<file path="src/hw/rtl/sobel_edge_threshold_core_defines.svh">
// ---------------------------------------------------------------------------
// Sobel edge threshold core - assertion macros
// Shared property forms for the core's checks; clocked on clk, off in reset.
// ---------------------------------------------------------------------------
`ifndef SOBEL_EDGE_THRESHOLD_CORE_DEFINES_SVH
`define SOBEL_EDGE_THRESHOLD_CORE_DEFINES_SVH

// same-cycle implication
`define SOBEL_ASSERT_NOW(label, ante, cons, msg) \
    label: assert property (@(posedge clk) disable iff (!rst_n) (ante) |-> (cons)) \
        else $error(msg);

// next-cycle implication
`define SOBEL_ASSERT_NEXT(label, ante, cons, msg) \
    label: assert property (@(posedge clk) disable iff (!rst_n) (ante) |=> (cons)) \
        else $error(msg);

`endif

</file>
<file path="src/hw/rtl/sobel_pkg.sv">
// ---------------------------------------------------------------------------
// Sobel package
// Shared constants, configuration indexes and request/result types.
// ---------------------------------------------------------------------------
package sobel_pkg;

    localparam int MAX_WIDTH    = 2048;
    localparam int WIDTH_HI     = (MAX_WIDTH < 2048) ? MAX_WIDTH : 2048;
    localparam int HEIGHT_HI    = 2048;
    localparam int SIZE_MIN     = 3;
    localparam int LS_DEPTH     = WIDTH_HI;
    localparam int LS_ADDR_W    = $clog2(LS_DEPTH);

    localparam int PIX_W        = 8;
    localparam int COORD_W      = 11;
    localparam int SIZE_W       = 12;
    localparam int THR_W        = 11;
    localparam int GRAD_W       = 11;
    localparam int MAG_W        = 10;
    localparam int SQ_W         = 2 * MAG_W;
    localparam int THR2_W       = 2 * THR_W;

    localparam int WIDTH_RESET  = 640;
    localparam int HEIGHT_RESET = 480;
    localparam int THR_RESET    = 128;
    localparam int THR2_RESET   = THR_RESET * THR_RESET;

    localparam int CFG_IDX_W    = 2;
    localparam int CFG_DATA_W   = 12;

    localparam logic [CFG_IDX_W-1:0] CFG_IMAGE_WIDTH    = 2'd0;
    localparam logic [CFG_IDX_W-1:0] CFG_IMAGE_HEIGHT   = 2'd1;
    localparam logic [CFG_IDX_W-1:0] CFG_EDGE_THRESHOLD = 2'd2;

    localparam int Q_DEPTH      = 4;
    localparam int Q_PTR_W      = $clog2(Q_DEPTH);
    localparam int Q_COUNT_W    = $clog2(Q_DEPTH + 1);

    typedef struct packed {
        logic [PIX_W-1:0] gray_pixel;
        logic             frame_start;
    } pixel_in_t;

    typedef struct packed {
        logic [COORD_W-1:0] center_x;
        logic [COORD_W-1:0] center_y;
        logic               is_edge;
        logic               frame_last;
    } result_t;

    typedef struct packed {
        logic signed [GRAD_W-1:0] gx;
        logic signed [GRAD_W-1:0] gy;
        logic [COORD_W-1:0]       center_x;
        logic [COORD_W-1:0]       center_y;
        logic                     frame_last;
    } grad_item_t;

endpackage

</file>
<file path="src/hw/rtl/sobel_queue.sv">
// ---------------------------------------------------------------------------
// Sobel gradient queue
// Short first-in first-out buffer between the front and back ends.
// ---------------------------------------------------------------------------
module sobel_queue (
    input  logic                             clk,
    input  logic                             rst_n,
    input  logic                             push,
    input  sobel_pkg::grad_item_t            push_item,
    input  logic                             pop,
    output logic                             empty,
    output sobel_pkg::grad_item_t            pop_item,
    output logic [sobel_pkg::Q_COUNT_W-1:0]  count
);
    import sobel_pkg::*;

    grad_item_t           entries_reg [Q_DEPTH];
    logic [Q_PTR_W-1:0]   wr_ptr_reg;
    logic [Q_PTR_W-1:0]   rd_ptr_reg;
    logic [Q_COUNT_W-1:0] count_reg, count_next;

    assign empty    = (count_reg == '0);
    assign pop_item = entries_reg[rd_ptr_reg];
    assign count    = count_reg;

    always_comb
    begin
        unique case ({push, pop})
            2'b10:   count_next = count_reg + 1'b1;
            2'b01:   count_next = count_reg - 1'b1;
            default: count_next = count_reg;
        endcase
    end

    always_ff @(posedge clk or negedge rst_n)
    begin
        if (!rst_n)
        begin
            wr_ptr_reg <= '0;
            rd_ptr_reg <= '0;
            count_reg  <= '0;
        end
        else
        begin
            if (push)
                wr_ptr_reg <= wr_ptr_reg + 1'b1;
            if (pop)
                rd_ptr_reg <= rd_ptr_reg + 1'b1;
            count_reg <= count_next;
        end
    end

    always_ff @(posedge clk)
    begin
        if (push)
            entries_reg[wr_ptr_reg] <= push_item;
    end

endmodule

</file>
<file path="config.mk">
export PLATFORM = sky130hd
export DESIGN_NAME = sobel_queue
export DESIGN_NICKNAME = d
export VERILOG_FILES = /design/src/hw/rtl/sobel_edge_threshold_core_defines.svh /design/src/hw/rtl/sobel_pkg.sv /design/src/hw/rtl/sobel_queue.sv
export SDC_FILE = /design/constraint.sdc
export NUM_CORES = 1
export LEC_CHECK = 0
export ABC_AREA = 1
export ABC_CLOCK_PERIOD_IN_PS = 2110
export BUFFER_PORTS_ARGS = -buffer_cell sky130_fd_sc_hd__buf_2
export CORE_AREA = 2 2 144 111
export CTS_CLUSTER_DIAMETER = 80
export DETAILED_ROUTE_END_ITERATION = 12
export DIE_AREA = 0 0 146 113
export GPL_TIMING_DRIVEN = 0
export PLACE_DENSITY = 0.74
export SETUP_SLACK_MARGIN = 0.1
export SYNTH_ARGS = -nofsm -noshare
export SYNTH_HDL_FRONTEND = slang
export SYNTH_SLANG_ARGS = --single-unit
</file>
<file path="constraint.sdc">
create_clock -name clk -period 2.11 [get_ports clk]
set_clock_uncertainty 0.1 [all_clocks]
set_input_delay 0.3165 -clock clk [delete_from_list [all_inputs] [get_ports clk]]
set_output_delay 0.3165 -clock clk [all_outputs]
set_load 0.01 [all_outputs]
</file>
Word-level counts from Yosys, hierarchy flattened
Memory sizes are Yosys's and may differ from the RTL's.
Cells that the tools add are included.
Cells by class
  add/subtract/negate cells: 4
  muxes and demuxes: 3
  equal/unequal tests: 2
  reductions and logical operators: 2
Operator list (count)
  $pmux W3 S2: 1
  $add A2 B1 Y2 const B: 2
  $add A3 B1 Y3 const B: 1
  $logic_not A3 Y1: 1
  $sub A3 B1 Y3 const B: 1
  $eq A2 B1 Y1 const B: 1
  $eq A2 B2 Y1 const B: 1
  $mux W1: 2
  $reduce_bool A2 Y1: 1
Storage, ports and cells
  RAM bits: 180
  logic and storage cells: 15
  memories: 1
  bits in registers: 7
  bits of input ports: 49
  output and inout port bits: 49
Memories
  entries_reg: words 4, bits a word 45, read ports 1, clocked after memory_dff 0, wr ports 1, RTL line sobel_queue.sv:17  | grad_item_t entries_reg [Q_DEPTH];

Depth between registers and ports, before layout
Gate-level depths: netlist (run 1).
  word-level depth: 2
  mapped depth: 10
  mapped depth without buffers: 9

Least setup slack after synthesis (run 1)
Ideal clock, no wire load.
  path kind: register to register
  start point: register wr_ptr_reg[0]
  end point: memory entries_reg[0][0] (netlist bit) (enable)
  data required time: 1611 ps
  buffers on the path: 0
  path slack: 64 ps
  stages on the path, launching flop included: 5
  period minus slack after synthesis: 2046 ps
  arrival: 1547 ps
  setup time: 399 ps
  cells stage by stage: dfrtp_1 > inv_1 > ha_1 > nand2_1 > inv_1
RTL lines
  start, declared: RTL line sobel_queue.sv:18  | logic [Q_PTR_W-1:0] wr_ptr_reg;
  start signal, assigned: RTL line sobel_queue.sv:46  | wr_ptr_reg <= wr_ptr_reg + 1'b1;
  end, declared: RTL line sobel_queue.sv:17
Straight into the memory's write port.

==> impl_metrics.json, run 1 <==
{
  "status": "complete, no violations",
  "relSlewSlack_pct": 56.5,
  "hold_path_depth": 1,
  "criticalPathCategory": "flop to output port",
  "cp.buffers_inverters": 3,
  "syn-cell-area_um2": 7670,
  "start_util_pct": 51.0,
  "cts_tree": "done",
  "cp_data_arrival_time_ps": 1680,
  "viasPerCell": 5.06,
  "finalCriticalPeriod_ps": 2100,
  "whs_endpoint": "entries_reg[3][44]",
  "clock_sinks": 187,
  "finalHoldViolCount": 0,
  "grt_usage_pct": 20.6,
  "grt_pass1_vias": 4589,
  "overflow": 0,
  "powerDensity_nw_per_um2": 1410,
  "rows": 39,
  "largest_reg_flops": 180,
  "slowest_stage": "dfrtp_2",
  "synth.most_common_cell": "edfxtp_1",
  "cts.path.max_buffers": 2,
  "setup_tns_ps": 0,
  "leakagePower_nw": 3.86,
  "dpl.cell_count": 874,
  "clkTransAtPathRegs_ps": 60,
  "die_height_um": 113,
  "async_reset_ff_share_pct": 3.74,
  "routed_wl_um": 16900,
  "ys.flop_type": "edfxtp_1",
  "rsz0062_at_grt": "true",
  "synth_compound_area_share_pct": 9.40,
  "synth_top_area_share_pct": 70.5,
  "fmax_mhz": 477,
  "min_period_over_period_pct": 99.3,
  "area_growth_pct": 23.3,
  "crit_chain": "buf_8, buf_6, o211ai_1, nand2_1, buf_2",
  "via_count": 4801,
  "synth_cells": 572,
  "synthMuxAreaShare_pct": 0,
  "syn_nets": 627,
  "die-width_um": 146,
  "ys_seq_area_share_pct": 72.8,
  "final_cells": 948,
  "nets": 782,
  "reg2reg_slack_ps": 230,
  "yosysTopAreaCell": "edfxtp_1",
  "grt_max_degree": 26,
  "min-delay-start": "push_item[44]",
  "required_ps": 1690,
  "place_hpwl_um": 9520,
  "cts-root-buf": "clkbuf_16",
  "tightest_slew_ps": 652,
  "synthTopCellsByCount": "180 x edfxtp_1, 146 x nand2_1, 103 x inv_1",
  "synthTopCellsByArea": "edfxtp_1 70%, o211ai_1 8.1%, nand2_1 7.1%, inv_1 5.0%, buf_6 2.3%",
  "synth_warnings": 0,
  "synthSimpleGateAreaFrac_pct": 7.36,
  "wire_per_inst_um": 17.8,
  "drt_iter0_drc": 269,
  "h-tree-depth": 4,
  "vdd_ir_drop_max_v": 0.000870,
  "drc_errors": 0,
  "ys_types": 19,
  "final_layout_size_suffix_gt1_share_pct": 26.8,
  "synth_edf_count": 180,
  "cp-start-kind": "flop",
  "cp_max_fo": 10,
  "r2r_end": "entries_reg[1][6]",
  "cp_top_family": "buffers and inverters",
  "grt_pass1_wl_um": 25200,
  "io_pins": 98,
  "crit_path_max_incr_delay_ps": 460,
  "r2r-start": "wr_ptr_reg[0]",
  "numCtsBuffers": 17,
  "firstDrtPassIters": 5,
  "dieArea_um2": 16500,
  "place_congestion": 0.773,
  "antenna_found_initial": 2,
  "syn_area_per_cell_um2": 13.4,
  "place.port_buffers": 96,
  "final_max_slew_viol_count": 0,
  "cp-end-kind": "output port",
  "rr_worst_depth": 3,
  "fp.coreArea_um2": 15000,
  "holdCritPathClass": "primary input to flop",
  "ys_ff_latch": 187,
  "synth_fa_ha_area_share_pct": 1.08,
  "insertion_delay_ps": 420,
  "synth_top_family_by_area": "compound AO/OA/AOI/OAI gates",
  "setup_viol": 0,
  "synth_xor_xnor_area_share_pct": 0.457,
  "drv_cap": 0,
  "ant_nets": 0
}
[metal layers]
metal | wire [um] | vias to the layer above | part of all wire (%) | track usage (%)
li1 | - | 2293 | - | -
met1 | 7450 | 2335 | 44 | 28.3
met2 | 8200 | 157 | 49 | 34.1
met3 | 1110 | 14 | 6.5 | 5.08
met4 | 130 | 2 | 0.77 | 4.40
met5 | 13 | - | 0.077 | 0
[where the power goes]
group | leakage (nW) | switching [W] | internal (W)
combinational | 1.87 | 0.00324 | 0.00219
sequential | 1.74 | 0.000214 | 0.00487
clock | 0.257 | 0.00131 | 0.00151
[final cells by class]
| cell class | count | area (um2) |
|---|---|---|
| Antenna cell | 3 | 7.51 |
| Buffer | 30 | 375 |
| Clock buffer | 18 | 429 |
| Clock inverter | 14 | 101 |
| Fill cell | 1137 | 5570 |
| Inverter | 104 | 414 |
| Multi-Input combinational cell | 251 | 1410 |
| Sequential cell | 187 | 5580 |
| Tap cell | 205 | 256 |
| Timing Repair Buffer | 129 | 828 |
| Timing Repair inverter | 7 | 52.6 |
[through the flow]
stage                     power, W  util (%)  area [um2]  hold slack (ps)  setup slack, ps
after floorplan            0.00816         -        7680            -79.1              156
after global placement     0.00986      56.0        8420             57.0             -555
after detailed placement    0.0100      56.1        8440             61.7             -413
after CTS                   0.0130      60.9        9160            0.907             56.0
after global routing        0.0141      62.9        9450           -0.284            -55.5
final                       0.0133      62.9        9460             6.81             14.3
[worst max path at each step]
stage | startpoint | end | slack, ps | cells after the start
6_report | rd_ptr_reg[0] | pop_item[0] | 10 | 5
5_1_grt | rd_ptr_reg[0] | pop_item[0] | -60 | 5
4_1_cts | rd_ptr_reg[0] | pop_item[29] | 60 | 5
3_5_place_dp | wr_ptr_reg[0] | entries_reg[0][27] | -410 | 4
3_3_place_gp | wr_ptr_reg[0] | entries_reg[3][17] | -550 | 3
2_1_floorplan | wr_ptr_reg[0] | entries_reg[3][0] | 160 | 3
[timing repair]
action,CTS,global route
endpoints found under the setup margin,168,180
hold endpoints to repair,41,8
setup buffers,0,15
hold buffers,11,3
gates resized for setup,15,24
pin swaps,6,43
cloned,7,3
[cell usage in the layout, fill, tap and decap left out]
cell / netlist / routed
fa_1: 1 / 1
nand4_1: 1 / 1
buf_8: 0 / 11
buf_6: 16 / 12
ha_2: 0 / 1
clkinv_4: 0 / 6
dlygate4sd3_1: 0 / 14
ha_1: 5 / 4
diode_2: 0 / 3
inv_1: 103 / 98
xnor2_1: 1 / 1
clkinvlp_4: 0 / 12
clkinv_8: 0 / 1
buf_2: 5 / 97
dfrtp_2: 0 / 1
nand2_1: 146 / 144
o21ai_0: 2 / 2
dfrtp_1: 7 / 6
clkinv_2: 0 / 3
inv_8: 0 / 1
xor2_1: 3 / 3
clkbuf_16: 0 / 20
o211ai_2: 7 / 7
edfxtp_1: 180 / 180
inv_2: 0 / 2
nor3_1: 1 / 1
buf_4: 6 / 18
clkinv_1: 0 / 2
o211ai_1: 83 / 83
clkbuf_1: 0 / 1
clkbuf_4: 0 / 1
buf_12: 0 / 3
nand3_1: 1 / 1
nand2_2: 0 / 2
[worst register-to-register path, delay by kind of cell (launching register included)]
| family | cells | cell delay (ps) |
|---|---|---|
| simple gates | 1 | 130 |
| fa+ha+maj | 1 | 210 |
| buf+inv | 1 | 560 |
| flops | 1 | 430 |
[cells by family after synthesis]
family / after synthesis
flops: 187
simple gates: 149
buf+inv: 134
compound gates: 92
fa+ha+maj: 6
xor+xnor: 4
No activity file was read; power rests on OpenSTA's default activity.
==> run 2, diff against run 1 <==
--- a/config.mk
+++ b/config.mk
@@ -8,12 +8,14 @@
 export ABC_AREA = 1
 export ABC_CLOCK_PERIOD_IN_PS = 2110
 export BUFFER_PORTS_ARGS = -buffer_cell sky130_fd_sc_hd__buf_2
-export CORE_AREA = 2 2 144 111
+export CELL_PAD_IN_SITES_DETAIL_PLACEMENT = 0
+export CELL_PAD_IN_SITES_GLOBAL_PLACEMENT = 1
+export CORE_AREA = 2 2 158 121
 export CTS_CLUSTER_DIAMETER = 80
 export DETAILED_ROUTE_END_ITERATION = 12
-export DIE_AREA = 0 0 146 113
+export DIE_AREA = 0 0 160 123
 export GPL_TIMING_DRIVEN = 0
-export PLACE_DENSITY = 0.74
+export PLACE_DENSITY_LB_ADDON = 0.1
 export SETUP_SLACK_MARGIN = 0.1
 export SYNTH_ARGS = -nofsm -noshare
 export SYNTH_HDL_FRONTEND = slang
==> run 2 against run 1 <==
Sequential share of layout area down 1.1 points. Non-clock buffer count up 11. Hold slack better by 13 ps. Clock power up 4%. Via count down 1.1%. Register-to-register slack better by 40 ps. Clock-buffer cell count up 1. Flip-flop and latch count unchanged. Critical path type unchanged. Largest power group unchanged.
==> impl_metrics.json, run 2 (synthesis results as in run 1) <==
{
  "crit_chain": "buf_12, buf_12, o211ai_1, nand2_1, buf_2",
  "grt_pass1_wl_um": 26200,
  "finalCriticalPeriod_ps": 2070,
  "grt_pass1_vias": 4667,
  "firstDrtPassIters": 5,
  "multi_input_area_um2": 1410,
  "rr_worst_depth": 4,
  "cts-root-buf": "clkbuf_16",
  "leakagePower_nw": 3.87,
  "clkTransAtPathRegs_ps": 70,
  "rsz0062_at_grt": "true",
  "min-delay-start": "push_item[20]",
  "min_period_over_period_pct": 98.3,
  "crit_path_frequent_cell": "buf_12",
  "regArea_um2": 5580,
  "slowest_stage": "dfrtp_1",
  "dpl.cell_count": 916,
  "final_cells": 1000,
  "r2r-start": "wr_ptr_reg[0]",
  "drv_cap": 0,
  "place_congestion": 0.736,
  "finalHoldViolCount": 0,
  "place.port_buffers": 96,
  "fp.coreArea_um2": 18200,
  "reg2reg_slack_ps": 270,
  "cp-start-kind": "flop",
  "crit_path_max_incr_delay_ps": 420,
  "final_area_um2": 9640,
  "cp_data_arrival_time_ps": 1660,
  "grt_max_degree": 34,
  "numCtsBuffers": 17,
  "cts.path.max_buffers": 2,
  "powerDensity_nw_per_um2": 1380,
  "grt_usage_pct": 18.2,
  "whs_endpoint": "entries_reg[2][20]",
  "overflow": 0,
  "hold_path_depth": 1,
  "place_hpwl_um": 9670,
  "insertion_delay_ps": 430,
  "criticalPathCategory": "flop to output port",
  "fmax_mhz": 482,
  "largest_reg_flops": 180,
  "io_pins": 98,
  "routed.top_layer": "met4",
  "ant_nets": 0,
  "final_max_slew_viol_count": 0,
  "start_util_pct": 42.2,
  "cp_max_fo": 10,
  "via_count": 4746,
  "cts_tree": "done",
  "wl_met2_um": 8560,
  "relSlewSlack_pct": 72.6,
  "antenna_found_initial": 0,
  "area_growth_pct": 25.7,
  "setup_viol": 0,
  "m1WireLength_um": 8380,
  "die-width_um": 160,
  "die_height_um": 123,
  "tightest_slew_ps": 410,
  "n_antenna_cell": 0,
  "wl_met3_um": 1130,
  "final_layout_size_suffix_gt1_share_pct": 23.6,
  "rows": 43,
  "final_util_pct": 53.0,
  "status": "complete, no violations",
  "cp-end-kind": "output port",
  "routed_wl_um": 18200,
  "h-tree-depth": 4,
  "drt_iter0_drc": 342,
  "vdd_ir_drop_max_v": 0.000575,
  "required_ps": 1690,
  "clock_sinks": 187,
  "dieArea_um2": 19700,
  "holdCritPathClass": "primary input to flop",
  "nets": 795,
  "r2r_end": "entries_reg[2][17]",
  "drc_errors": 0,
  "final_cell_mix": "180 x edfxtp_1, 143 x nand2_1, 98 x inv_1",
  "final_common_cell": "edfxtp_1",
  "wire_per_inst_um": 18.2,
  "place_area_um2": 8490,
  "nFillCells": 1593,
  "viasPerCell": 4.75,
  "finalPower_w": 0.0133
}
run 2: cell types whose count changed in the layout (fill, tap and decap cells not counted), sizes merged:
cell,delta
dlygate4sd3,+29
buf,-16
clkinv,-6
clkinvlp,+4
diode,-3
inv,+2
bufinv,+1
clkbuf,-1
run 2: worst max-delay path by stage:
stage                              from                  to
after floorplan           wr_ptr_reg[0]   entries_reg[3][0]
after global placement    wr_ptr_reg[0]  entries_reg[3][26]
after detailed placement  wr_ptr_reg[0]  entries_reg[0][26]
after CTS                 rd_ptr_reg[0]        pop_item[21]
after global routing      rd_ptr_reg[0]        pop_item[41]
final                     rd_ptr_reg[0]        pop_item[41]
run 2: cell type report:
type / instances / share of cell area [%]
Sequential cell: 187 / 57.9
Multi-Input combinational cell: 251 / 14.7
Timing Repair Buffer: 140 / 9.75
Clock buffer: 19 / 4.49
Inverter: 104 / 4.24
Buffer: 30 / 4.02
Tap cell: 247 / 3.21
Clock inverter: 13 / 1.05
Timing Repair inverter: 9 / 0.701
run 2: through the flow:
step	hold slack [ps]	TNS, ps	setup slack [ps]
floorplan	-79.1	0	156
global placement	63.7	-85460	-679
detailed placement	70.1	-57550	-456
CTS	1.93	0	31.2
global route	2.42	-62.0	-31.8
finish	19.5	0	36.3
run 2: worst max-delay path: cells and delay by family, from the launching register on:
kind	cells	cell delay [ps]
and+or+nand+nor	1	140
buffers and inverters	3	500
AOI/OAI and AO/OA	1	180
DFF	1	420
run 2: where the power goes:
group | switching (W) | leakage, nW | internal (W) | total, W
clock | 0.00131 | 0.247 | 0.00161 | 0.00292
combinational | 0.00326 | 1.89 | 0.00205 | 0.00531
sequential | 0.000200 | 1.74 | 0.00486 | 0.00506
total | 0.00477 | 3.87 | 0.00852 | 0.0133
run 2: repair_timing:
action,in CTS,in global routing
hold buffers,42,1
setup endpoints to repair,177,180
hold endpoints to repair,170,1
pin swaps,9,14
cloned,3,6
setup buffers,0,0
resized for setup,31,9
run 2: per-layer routing:
layer | track usage (%) | up-vias
met5 | 0 | -
li1 | - | 2322
met1 | 23.5 | 2285
met2 | 30.5 | 123
met3 | 4.50 | 16
met4 | 6.19 | 0
